**src/rtl/sensor_frame_parser_thresholds_unit_macros.svh**
```systemverilog
// Assertion helpers for the RTL files; only sfpt_parser uses them.
`ifndef SENSOR_FRAME_PARSER_THRESHOLDS_UNIT_MACROS_SVH
`define SENSOR_FRAME_PARSER_THRESHOLDS_UNIT_MACROS_SVH

// Same-cycle implication, checked on clk_i, muted while in reset.
`define SFPT_ASSERT_IMP(label, ante, cons, msg) \
  label: assert property (@(posedge clk_i) disable iff (!rst_ni) (ante) |-> (cons)) \
    else $error(msg);

// Next-cycle implication, checked on clk_i, muted while in reset.
`define SFPT_ASSERT_NXT(label, ante, cons, msg) \
  label: assert property (@(posedge clk_i) disable iff (!rst_ni) (ante) |=> (cons)) \
    else $error(msg);

`endif

```
**src/rtl/sfpt_pkg.sv**
```systemverilog
package sfpt_pkg;

  localparam logic [7:0] SyncByte  = 8'h5A;
  localparam logic [7:0] TypeLight = 8'h15;
  localparam logic [7:0] TypeEnv   = 8'h45;
  localparam logic [7:0] LenLight  = 8'd4;
  localparam logic [7:0] LenEnv    = 8'd10;

  // only the longest known frame needs its bytes kept
  localparam int unsigned StoreDepth = 10;
  localparam int unsigned StoreIdxW  = $clog2(StoreDepth);

  localparam int unsigned LuxW  = 26;
  localparam int unsigned TempW = 10;
  localparam int unsigned PresW = 16;
  localparam int unsigned HumW  = 10;
  localparam int unsigned AltW  = 16;

  localparam logic [LuxW-1:0]  LuxThrReset  = 26'd50;
  localparam logic [TempW-1:0] TempThrReset = 10'd30;

  // configuration register indexes
  localparam logic CfgIdxLux  = 1'b0;
  localparam logic CfgIdxTemp = 1'b1;

  localparam logic KindLight = 1'b0;
  localparam logic KindEnv   = 1'b1;

  // raw words of one complete frame
  typedef struct packed {
    logic        kind;
    logic [31:0] word;      // light value or pressure
    logic [15:0] temp_raw;
    logic [15:0] hum_raw;
    logic [15:0] alt_raw;
  } frame_t;

  // scaled values of one frame
  typedef struct packed {
    logic             kind;
    logic [LuxW-1:0]  lux;
    logic [TempW-1:0] temperature;
    logic [PresW-1:0] pressure;
    logic [HumW-1:0]  humidity;
    logic [AltW-1:0]  altitude;
  } quot_t;

  // output item, last field in the low bits
  typedef struct packed {
    logic             beep_on;
    logic             lamp_on;
    logic [AltW-1:0]  altitude;
    logic [HumW-1:0]  humidity;
    logic [PresW-1:0] pressure;
    logic [TempW-1:0] temperature;
    logic [LuxW-1:0]  lux;
  } result_t;

  // x / 100 = (x >> 2) / 25, reciprocal 2^35 / 25 rounded up, exact for 30 bits
  function automatic logic [LuxW-1:0] div100_32(input logic [31:0] x);
    logic [60:0] p;
    p = 61'(x[31:2]) * 61'(31'd1374389535);
    return p[60:35];
  endfunction

  // x / 100 for 16-bit words, reciprocal 2^19 / 25 rounded up
  function automatic logic [TempW-1:0] div100_16(input logic [15:0] x);
    logic [28:0] p;
    p = 29'(x[15:2]) * 29'(15'd20972);
    return p[28:19];
  endfunction

  // x / 100000 = (x >> 5) / 3125, reciprocal 2^39 / 3125 rounded up
  function automatic logic [PresW-1:0] div100k_32(input logic [31:0] x);
    logic [54:0] p;
    p = 55'(x[31:5]) * 55'(28'd175921861);
    return p[54:39];
  endfunction

endpackage

```
**src/rtl/sensor_frame_parser_thresholds_unit.sv**
```systemverilog
// Sensor frame parser with lamp and beeper thresholds.
// Input stream: one received serial byte per item on s_axis. The parser hunts
// two 0x5A sync bytes, then takes type, length, payload and a checksum byte
// (not checked). A light frame (type 0x15, length 4) or an environment frame
// (type 0x45, length 10) yields one item on m_axis when its checksum byte is
// taken; all other frames, including payloads longer than ten bytes, yield none.
// Output: tuser is the frame kind, tdata carries the scaled values and the
// lamp and beeper drive after this frame (light below lux threshold turns the
// lamp on, temperature above temp threshold turns the beeper on).
// Throughput: one byte per cycle while s_axis_tready is high. Path: the frame
// register loads on the edge that takes the checksum byte, then the reciprocal
// multiply register, then the threshold/output register (m_axis_tvalid).
// Stall: each stage holds its item while the next is full; s_axis_tready drops
// only when a finished frame cannot move on, so bytes are never lost.
// Config: cfg channel is always ready; write only while no frame is in flight.
// Reset: parser hunts the first sync byte, lamp and beeper off, thresholds at
// 50 lux and 30 degrees, all pipeline stages empty.
module sensor_frame_parser_thresholds_unit (
  input  logic        clk_i,
  input  logic        rst_ni,
  input  logic        s_axis_tvalid,
  output logic        s_axis_tready,
  input  logic [7:0]  s_axis_tdata,   // rx_byte
  output logic        m_axis_tvalid,
  input  logic        m_axis_tready,
  // lux[25:0] temperature[35:26] pressure[51:36] humidity[61:52]
  // altitude[77:62] lamp_on[78] beep_on[79]
  output logic [79:0] m_axis_tdata,
  output logic        m_axis_tuser,   // frame_kind
  input  logic        cfg_valid_i,
  output logic        cfg_ready_o,
  input  logic        cfg_addr_i,     // 0 lux_threshold, 1 temp_threshold
  input  logic [25:0] cfg_data_i
);

  logic [sfpt_pkg::LuxW-1:0]  lux_thr_q;
  logic [sfpt_pkg::TempW-1:0] temp_thr_q;

  logic              frm_valid, frm_ready;
  sfpt_pkg::frame_t  frm;
  logic              quot_valid, quot_ready;
  sfpt_pkg::quot_t   quot;
  sfpt_pkg::result_t res;

  // threshold registers
  assign cfg_ready_o = 1'b1;

  always_ff @(posedge clk_i or negedge rst_ni) begin
    if (!rst_ni) begin
      lux_thr_q  <= sfpt_pkg::LuxThrReset;
      temp_thr_q <= sfpt_pkg::TempThrReset;
    end else if (cfg_valid_i) begin
      unique case (cfg_addr_i)
        sfpt_pkg::CfgIdxLux:  lux_thr_q  <= cfg_data_i;
        sfpt_pkg::CfgIdxTemp: temp_thr_q <= cfg_data_i[sfpt_pkg::TempW-1:0];
        default: ;
      endcase
    end
  end

  // byte parser and frame register
  sfpt_parser u_parser (
    .clk_i        (clk_i),
    .rst_ni       (rst_ni),
    .byte_valid_i (s_axis_tvalid),
    .byte_ready_o (s_axis_tready),
    .byte_i       (s_axis_tdata),
    .frm_valid_o  (frm_valid),
    .frm_ready_i  (frm_ready),
    .frm_o        (frm)
  );

  // constant-divisor scaling
  sfpt_divide u_divide (
    .clk_i        (clk_i),
    .rst_ni       (rst_ni),
    .frm_valid_i  (frm_valid),
    .frm_ready_o  (frm_ready),
    .frm_i        (frm),
    .quot_valid_o (quot_valid),
    .quot_ready_i (quot_ready),
    .quot_o       (quot)
  );

  // threshold compare, lamp/beeper state, output register
  sfpt_decide u_decide (
    .clk_i        (clk_i),
    .rst_ni       (rst_ni),
    .quot_valid_i (quot_valid),
    .quot_ready_o (quot_ready),
    .quot_i       (quot),
    .lux_thr_i    (lux_thr_q),
    .temp_thr_i   (temp_thr_q),
    .res_valid_o  (m_axis_tvalid),
    .res_ready_i  (m_axis_tready),
    .res_kind_o   (m_axis_tuser),
    .res_o        (res)
  );

  assign m_axis_tdata = res;

endmodule

```
**src/rtl/sfpt_parser.sv**
```systemverilog
module sfpt_parser (
  input  logic                clk_i,
  input  logic                rst_ni,
  input  logic                byte_valid_i,
  output logic                byte_ready_o,
  input  logic [7:0]          byte_i,
  output logic                frm_valid_o,
  input  logic                frm_ready_i,
  output sfpt_pkg::frame_t    frm_o
);

  `include "sensor_frame_parser_thresholds_unit_macros.svh"

  typedef enum logic [2:0] {
    PH_SYNC1 = 3'd0,
    PH_SYNC2 = 3'd1,
    PH_TYPE  = 3'd2,
    PH_LEN   = 3'd3,
    PH_DATA  = 3'd4,
    PH_CSUM  = 3'd5
  } phase_e;

  phase_e           phase_q, phase_d;
  logic [7:0]       type_q, type_d;
  logic [7:0]       len_q, len_d;
  logic [7:0]       cnt_q, cnt_d;
  logic             frm_valid_q;
  sfpt_pkg::frame_t frm_q, frm_d;
  logic [7:0]       store_q [sfpt_pkg::StoreDepth];
  logic             in_acc, frm_load, store_we, is_light, is_env;

  assign byte_ready_o = !frm_valid_q || frm_ready_i;
  assign in_acc       = byte_valid_i && byte_ready_o;
  assign is_light     = (type_q == sfpt_pkg::TypeLight) && (len_q == sfpt_pkg::LenLight);
  assign is_env       = (type_q == sfpt_pkg::TypeEnv) && (len_q == sfpt_pkg::LenEnv);
  assign store_we     = in_acc && (phase_q == PH_DATA)
                        && (cnt_q < 8'(sfpt_pkg::StoreDepth));

  always_comb begin
    phase_d  = phase_q;
    type_d   = type_q;
    len_d    = len_q;
    cnt_d    = cnt_q;
    frm_load = 1'b0;
    if (in_acc) begin
      unique case (phase_q)
        PH_SYNC2: phase_d = (byte_i == sfpt_pkg::SyncByte) ? PH_TYPE : PH_SYNC1;
        PH_TYPE: begin
          type_d  = byte_i;
          phase_d = PH_LEN;
        end
        PH_LEN: begin
          len_d   = byte_i;
          cnt_d   = 8'd0;
          phase_d = (byte_i == 8'd0) ? PH_CSUM : PH_DATA;
        end
        PH_DATA: begin
          cnt_d = cnt_q + 8'd1;
          if (cnt_d >= len_q) begin
            phase_d = PH_CSUM;
          end
        end
        PH_CSUM: begin
          phase_d  = PH_SYNC1;
          frm_load = is_light || is_env;   // long payloads never match
        end
        default: phase_d = (byte_i == sfpt_pkg::SyncByte) ? PH_SYNC2 : PH_SYNC1;
      endcase
    end
  end

  always_comb begin
    frm_d.kind     = is_env ? sfpt_pkg::KindEnv : sfpt_pkg::KindLight;
    frm_d.word     = is_env ? {store_q[2], store_q[3], store_q[4], store_q[5]}
                            : {store_q[0], store_q[1], store_q[2], store_q[3]};
    frm_d.temp_raw = {store_q[0], store_q[1]};
    frm_d.hum_raw  = {store_q[6], store_q[7]};
    frm_d.alt_raw  = {store_q[8], store_q[9]};
  end

  always_ff @(posedge clk_i or negedge rst_ni) begin
    if (!rst_ni) begin
      phase_q     <= PH_SYNC1;
      type_q      <= 8'd0;
      len_q       <= 8'd0;
      cnt_q       <= 8'd0;
      frm_valid_q <= 1'b0;
    end else begin
      phase_q <= phase_d;
      type_q  <= type_d;
      len_q   <= len_d;
      cnt_q   <= cnt_d;
      if (byte_ready_o) begin
        frm_valid_q <= frm_load;
      end
    end
  end

  always_ff @(posedge clk_i) begin
    if (frm_load) begin
      frm_q <= frm_d;
    end
  end

  always_ff @(posedge clk_i) begin
    if (store_we) begin
      store_q[cnt_q[sfpt_pkg::StoreIdxW-1:0]] <= byte_i;
    end
  end

  assign frm_valid_o = frm_valid_q;
  assign frm_o       = frm_q;

  `SFPT_ASSERT_IMP(a_load_at_csum, frm_load, phase_q == PH_CSUM,
    "frame issued outside the checksum byte")
  `SFPT_ASSERT_IMP(a_cnt_below_len, phase_q == PH_DATA, cnt_q < len_q,
    "payload count reached length while still taking payload")
  `SFPT_ASSERT_NXT(a_bad_sync2,
    in_acc && (phase_q == PH_SYNC2) && (byte_i != sfpt_pkg::SyncByte),
    phase_q == PH_SYNC1, "bad second sync did not restart the hunt")
  `SFPT_ASSERT_NXT(a_frame_held, frm_valid_q && !frm_ready_i,
    frm_valid_q && $stable(frm_q), "stalled frame lost or changed")

endmodule

```
**src/rtl/sfpt_divide.sv**
```systemverilog
module sfpt_divide (
  input  logic             clk_i,
  input  logic             rst_ni,
  input  logic             frm_valid_i,
  output logic             frm_ready_o,
  input  sfpt_pkg::frame_t frm_i,
  output logic             quot_valid_o,
  input  logic             quot_ready_i,
  output sfpt_pkg::quot_t  quot_o
);

  logic            valid_q;
  sfpt_pkg::quot_t quot_q, quot_d;
  logic            env;

  assign frm_ready_o = !valid_q || quot_ready_i;
  assign env         = (frm_i.kind == sfpt_pkg::KindEnv);

  // constant divisors as reciprocal multiplies; unused fields read zero
  always_comb begin
    quot_d.kind        = frm_i.kind;
    quot_d.lux         = env ? '0 : sfpt_pkg::div100_32(frm_i.word);
    quot_d.temperature = env ? sfpt_pkg::div100_16(frm_i.temp_raw) : '0;
    quot_d.pressure    = env ? sfpt_pkg::div100k_32(frm_i.word) : '0;
    quot_d.humidity    = env ? sfpt_pkg::div100_16(frm_i.hum_raw) : '0;
    quot_d.altitude    = env ? frm_i.alt_raw : '0;
  end

  always_ff @(posedge clk_i or negedge rst_ni) begin
    if (!rst_ni) begin
      valid_q <= 1'b0;
    end else if (frm_ready_o) begin
      valid_q <= frm_valid_i;
    end
  end

  always_ff @(posedge clk_i) begin
    if (frm_ready_o && frm_valid_i) begin
      quot_q <= quot_d;
    end
  end

  assign quot_valid_o = valid_q;
  assign quot_o       = quot_q;

endmodule

```
**src/rtl/sfpt_decide.sv**
```systemverilog
module sfpt_decide (
  input  logic                              clk_i,
  input  logic                              rst_ni,
  input  logic                              quot_valid_i,
  output logic                              quot_ready_o,
  input  sfpt_pkg::quot_t                   quot_i,
  input  logic [sfpt_pkg::LuxW-1:0]         lux_thr_i,
  input  logic [sfpt_pkg::TempW-1:0]        temp_thr_i,
  output logic                              res_valid_o,
  input  logic                              res_ready_i,
  output logic                              res_kind_o,
  output sfpt_pkg::result_t                 res_o
);

  logic              valid_q;
  logic              lamp_q, lamp_d, beep_q, beep_d;
  logic              kind_q;
  sfpt_pkg::result_t res_q, res_d;
  logic              acc;

  assign quot_ready_o = !valid_q || res_ready_i;
  assign acc          = quot_valid_i && quot_ready_o;

  always_comb begin
    lamp_d = lamp_q;
    beep_d = beep_q;
    if (quot_i.kind == sfpt_pkg::KindEnv) begin
      beep_d = quot_i.temperature > temp_thr_i;
    end else begin
      lamp_d = quot_i.lux < lux_thr_i;
    end
    res_d.lux         = quot_i.lux;
    res_d.temperature = quot_i.temperature;
    res_d.pressure    = quot_i.pressure;
    res_d.humidity    = quot_i.humidity;
    res_d.altitude    = quot_i.altitude;
    res_d.lamp_on     = lamp_d;
    res_d.beep_on     = beep_d;
  end

  always_ff @(posedge clk_i or negedge rst_ni) begin
    if (!rst_ni) begin
      valid_q <= 1'b0;
      lamp_q  <= 1'b0;
      beep_q  <= 1'b0;
    end else begin
      if (quot_ready_o) begin
        valid_q <= quot_valid_i;
      end
      if (acc) begin
        lamp_q <= lamp_d;
        beep_q <= beep_d;
      end
    end
  end

  always_ff @(posedge clk_i) begin
    if (acc) begin
      res_q  <= res_d;
      kind_q <= quot_i.kind;
    end
  end

  assign res_valid_o = valid_q;
  assign res_kind_o  = kind_q;
  assign res_o       = res_q;

endmodule
```
**config.mk**
```make
export PLATFORM = sky130hd
export DESIGN_NAME = sensor_frame_parser_thresholds_unit
export DESIGN_NICKNAME = d
export VERILOG_FILES = /design/src/rtl/sfpt_pkg.sv /design/src/rtl/sensor_frame_parser_thresholds_unit.sv /design/src/rtl/sfpt_parser.sv /design/src/rtl/sfpt_divide.sv /design/src/rtl/sfpt_decide.sv
export VERILOG_INCLUDE_DIRS = /design/src /design/src/rtl
export SDC_FILE = /design/constraint.sdc
export NUM_CORES = 2
export LEC_CHECK = 0
export BUFFER_PORTS_ARGS = -buffer_cell sky130_fd_sc_hd__buf_2
export CAP_MARGIN = 20
export CORE_ASPECT_RATIO = 1.25
export CORE_MARGIN = 2
export CORE_UTILIZATION = 35
export DETAILED_ROUTE_END_ITERATION = 10
export SLEW_MARGIN = 40
export SYNTH_ARGS = -nofsm -noshare
export SYNTH_HDL_FRONTEND = slang
export SYNTH_SLANG_ARGS = --single-unit
```
**constraint.sdc**
```tcl
create_clock -name clk_i -period 14 [get_ports clk_i]
set_input_delay 2.8 -clock clk_i [delete_from_list [all_inputs] [get_ports clk_i]]
set_output_delay 2.8 -clock clk_i [all_outputs]
set_load 0.005 [all_outputs]
```
==> metrics.txt <==
drt wl/cell=21.4 µm; htree depth=2; CP Max Fanout=9; library cells used by synthesis=78; pin count of the biggest net entering global routing=64; endpoints failing hold=0; cts hold-fix bufs=0; layout cell share with drive strength beyond 1=0.0704; clock transition at the registers of the reported paths=0.07 ns; CTS tree=yes; total setup buffers inserted after CTS=0; Worst Reg-to-Reg Cells=22; nets@finish=5741; worst skew pair latency=0.60 ns; via count=29000; fin crit share=0.592; P_leak=24.8 nW; Hold Path Stages=0; Setup TNS Final=0 ns; placed insts=5899; count of final max-slew check failures=0; Post-synth EDFFs=311; met2 WL post-DR=65400 µm; R2R Path Start=u_parser.frm_o[65]$_DFFE_PP_; type of origin of the critical path=register; most frequent cells in the layout=inv_1, ha_1, fa_1; status=finished clean; Critical Path End Type=register; Area growth syn-to-layout=8.85%; I/O pin total=124; post-route insts no fill=5972; max-cap viol count=0; unrepaired setup endpoints after global routing=false; metal3 WL=4540 µm; Top FF cell, synth=edfxtp_1; Post-synth ARST share=0.179; Hold Startpoint=u_parser.store_q[7][4]$_DFFE_PP_; Worst Hold End=u_parser.frm_o[20]$_DFFE_PP_; initial antenna violation count=4; count of final setup violators=0; Die Span X=327 µm; core area=130000 µm²; CP Data Required Time=14.32 ns; wirelength, routed=128000 µm; PortBufs=122; Layout Utilization=0.383; Total GRT Usage=0.195; Tightest Hold Check Type=register to register; Post-CTS Resized=0; commonest non-fill, non-tap cell in the layout=inv_1; Num CTS Buffers=39; DR vias/cell=4.85; global-route wire length before repair=195000 µm; Yosys warnings=0; met1 WL=51400 µm; Cells after Synth=4085; uppermost layer routed=met5; Netlist Area Pre-Place=45800 µm²; Iter 0 DRT Violations=1545; gp weighted congestion=1.01; worst reg2reg endpoint=u_divide.quot_o[76]$_SDFFCE_PP0P_; CP Class=register to register; Diodes inserted=0; Syn Nets=5610; Die Y=408 µm; worst slew pin tran=0.802 ns; TritonCTS Sinks=379; Clock Path Buffers=3; Worst R2R Setup Slack=5.72 ns; maximum VDD drop=0.0820 mV; Rel. slew slack=0.465; PwrDens=52.2 nW/µm²; skew final=0.0338 ns; fmax=121 MHz; Post-DRT Antenna Nets=0; Post-DP HPWL=112000 µm; clock root buffer master=clkbuf_16; DRC viols=0; Final min period=8.28 ns; vias in the first global route=32000; Die Area=134000 µm²; initial core utilization=0.352; DRT Pass-1 Iters=5; Syn Area/Cell=11.2 µm²; Worst Path Arrival=8.61 ns; num rows=148; Yosys reg bits=379; Congestion Overflow GR=0; sequential element share of the synthesized area=0.241
worst max-delay path: stages, from the launching register on:
cell and delay [ns]:
edfxtp_1 0.84, ha_1 0.81, inv_1 0.21, fa_1 0.51, fa_1 0.57, inv_1 0.09
fa_1 0.50, fa_1 0.57, inv_1 0.05, fa_1 0.50, inv_1 0.06, fa_1 0.45
ha_1 0.28, ha_1 0.43, nand2_1 0.19, nor4_1 0.49, o21ai_0 0.24, o22ai_1 0.20
a211oi_2 0.12, o21ai_2 0.27, a311oi_2 0.16, o21ai_2 0.16, mux2_4 0.31
cells by family (layout without fill, tap and decap cells):
family	Yosys count	after routing	share of synthesized area
adder cells (fa/ha/maj)	1485	1485	0.521
AO/OA/AOI/OAI	430	430	0.0604
flip-flops	379	379	0.241
buffers and inverters	1229	1391	0.102
multiplexers	65	65	0.0160
AND/OR/NAND/NOR	444	444	0.0489
other	1	1	0.0000819
XOR/XNOR	52	52	0.00995
cell usage after synthesis (60+ instances only):
library cell     n  area, µm²
a21o_1          71        533
nor2_1         100        375
edfxtp_1       311       9340
mux2_2          60        676
nand2_1        108        405
fa_1           702      14100
ha_1           783       9800
inv_1         1185       4450
a21oi_1        128        641
o21ai_0         81        405
dfrtp_1         61       1530
cell type report:
class	instances	area, µm²
multi-input combinational	2477	30100
fill	12800	80200
inverter	1186	4450
timing repair buffer	133	749
tap	1725	2160
clock inverter	26	348
sequential	379	11000
clock buffer	46	1010
through the flow:
step                      area (µm²)  hold slack [ns]  worst slack [ns]  total power, mW
after floorplan                45800            0.400              6.95             1.44
after global placement         48400            0.402              5.83             1.50
after detailed placement       48500            0.405              5.80             1.51
after CTS                      49800            0.414              5.76             2.64
after global routing           49800            0.422              5.42             2.70
final                          49800            0.414              5.72             2.60
flip-flops by register name (all words and copies together) (netlist names):
signal,cells
u_parser.frm_valid_o,1
u_parser.frm_o,75
u_decide.lamp_q,1
u_divide.quot_o,79
u_divide.quot_valid_o,1
u_decide.beep_q,1
u_decide.res_kind_o,1
u_parser.store_q,76
u_decide.res_o,80
u_parser.cnt_q,8
u_parser.phase_q,3
u_parser.len_q,8
temp_thr_q,10
u_parser.type_q,8
u_decide.res_valid_o,1
lux_thr_q,26
where the power goes:
group	internal [mW]	leakage (nW)	switching (mW)
Combinational	0.0896	20.5	0.0955
Clock	0.628	0.654	0.495
Sequential	1.26	3.64	0.0359
Total	1.98	24.8	0.626
worst max-delay path by stage:
stage | start | to | slack [ns]
floorplan | u_parser.frm_o[65]$_DFFE_PP_ | u_divide.quot_o[76]$_SDFFCE_PP0P_ | 6.95
global placement | u_parser.frm_o[65]$_DFFE_PP_ | u_divide.quot_o[76]$_SDFFCE_PP0P_ | 5.83
detailed placement | u_parser.frm_o[65]$_DFFE_PP_ | u_divide.quot_o[76]$_SDFFCE_PP0P_ | 5.80
CTS | u_parser.frm_o[65]$_DFFE_PP_ | u_divide.quot_o[76]$_SDFFCE_PP0P_ | 5.76
global route | u_parser.frm_o[65]$_DFFE_PP_ | u_divide.quot_o[76]$_SDFFCE_PP0P_ | 5.42
finish | u_parser.frm_o[65]$_DFFE_PP_ | u_divide.quot_o[76]$_SDFFCE_PP0P_ | 5.72
layer usage:
metal / vias to the layer above / GRT usage
li1: 13300 / -
met1: 14800 / 0.233
met2: 623 / 0.352
met3: 240 / 0.0198
met4: 6 / 0.0851
met5: - / 0
Note: power is estimated with default switching activity, not from simulation.
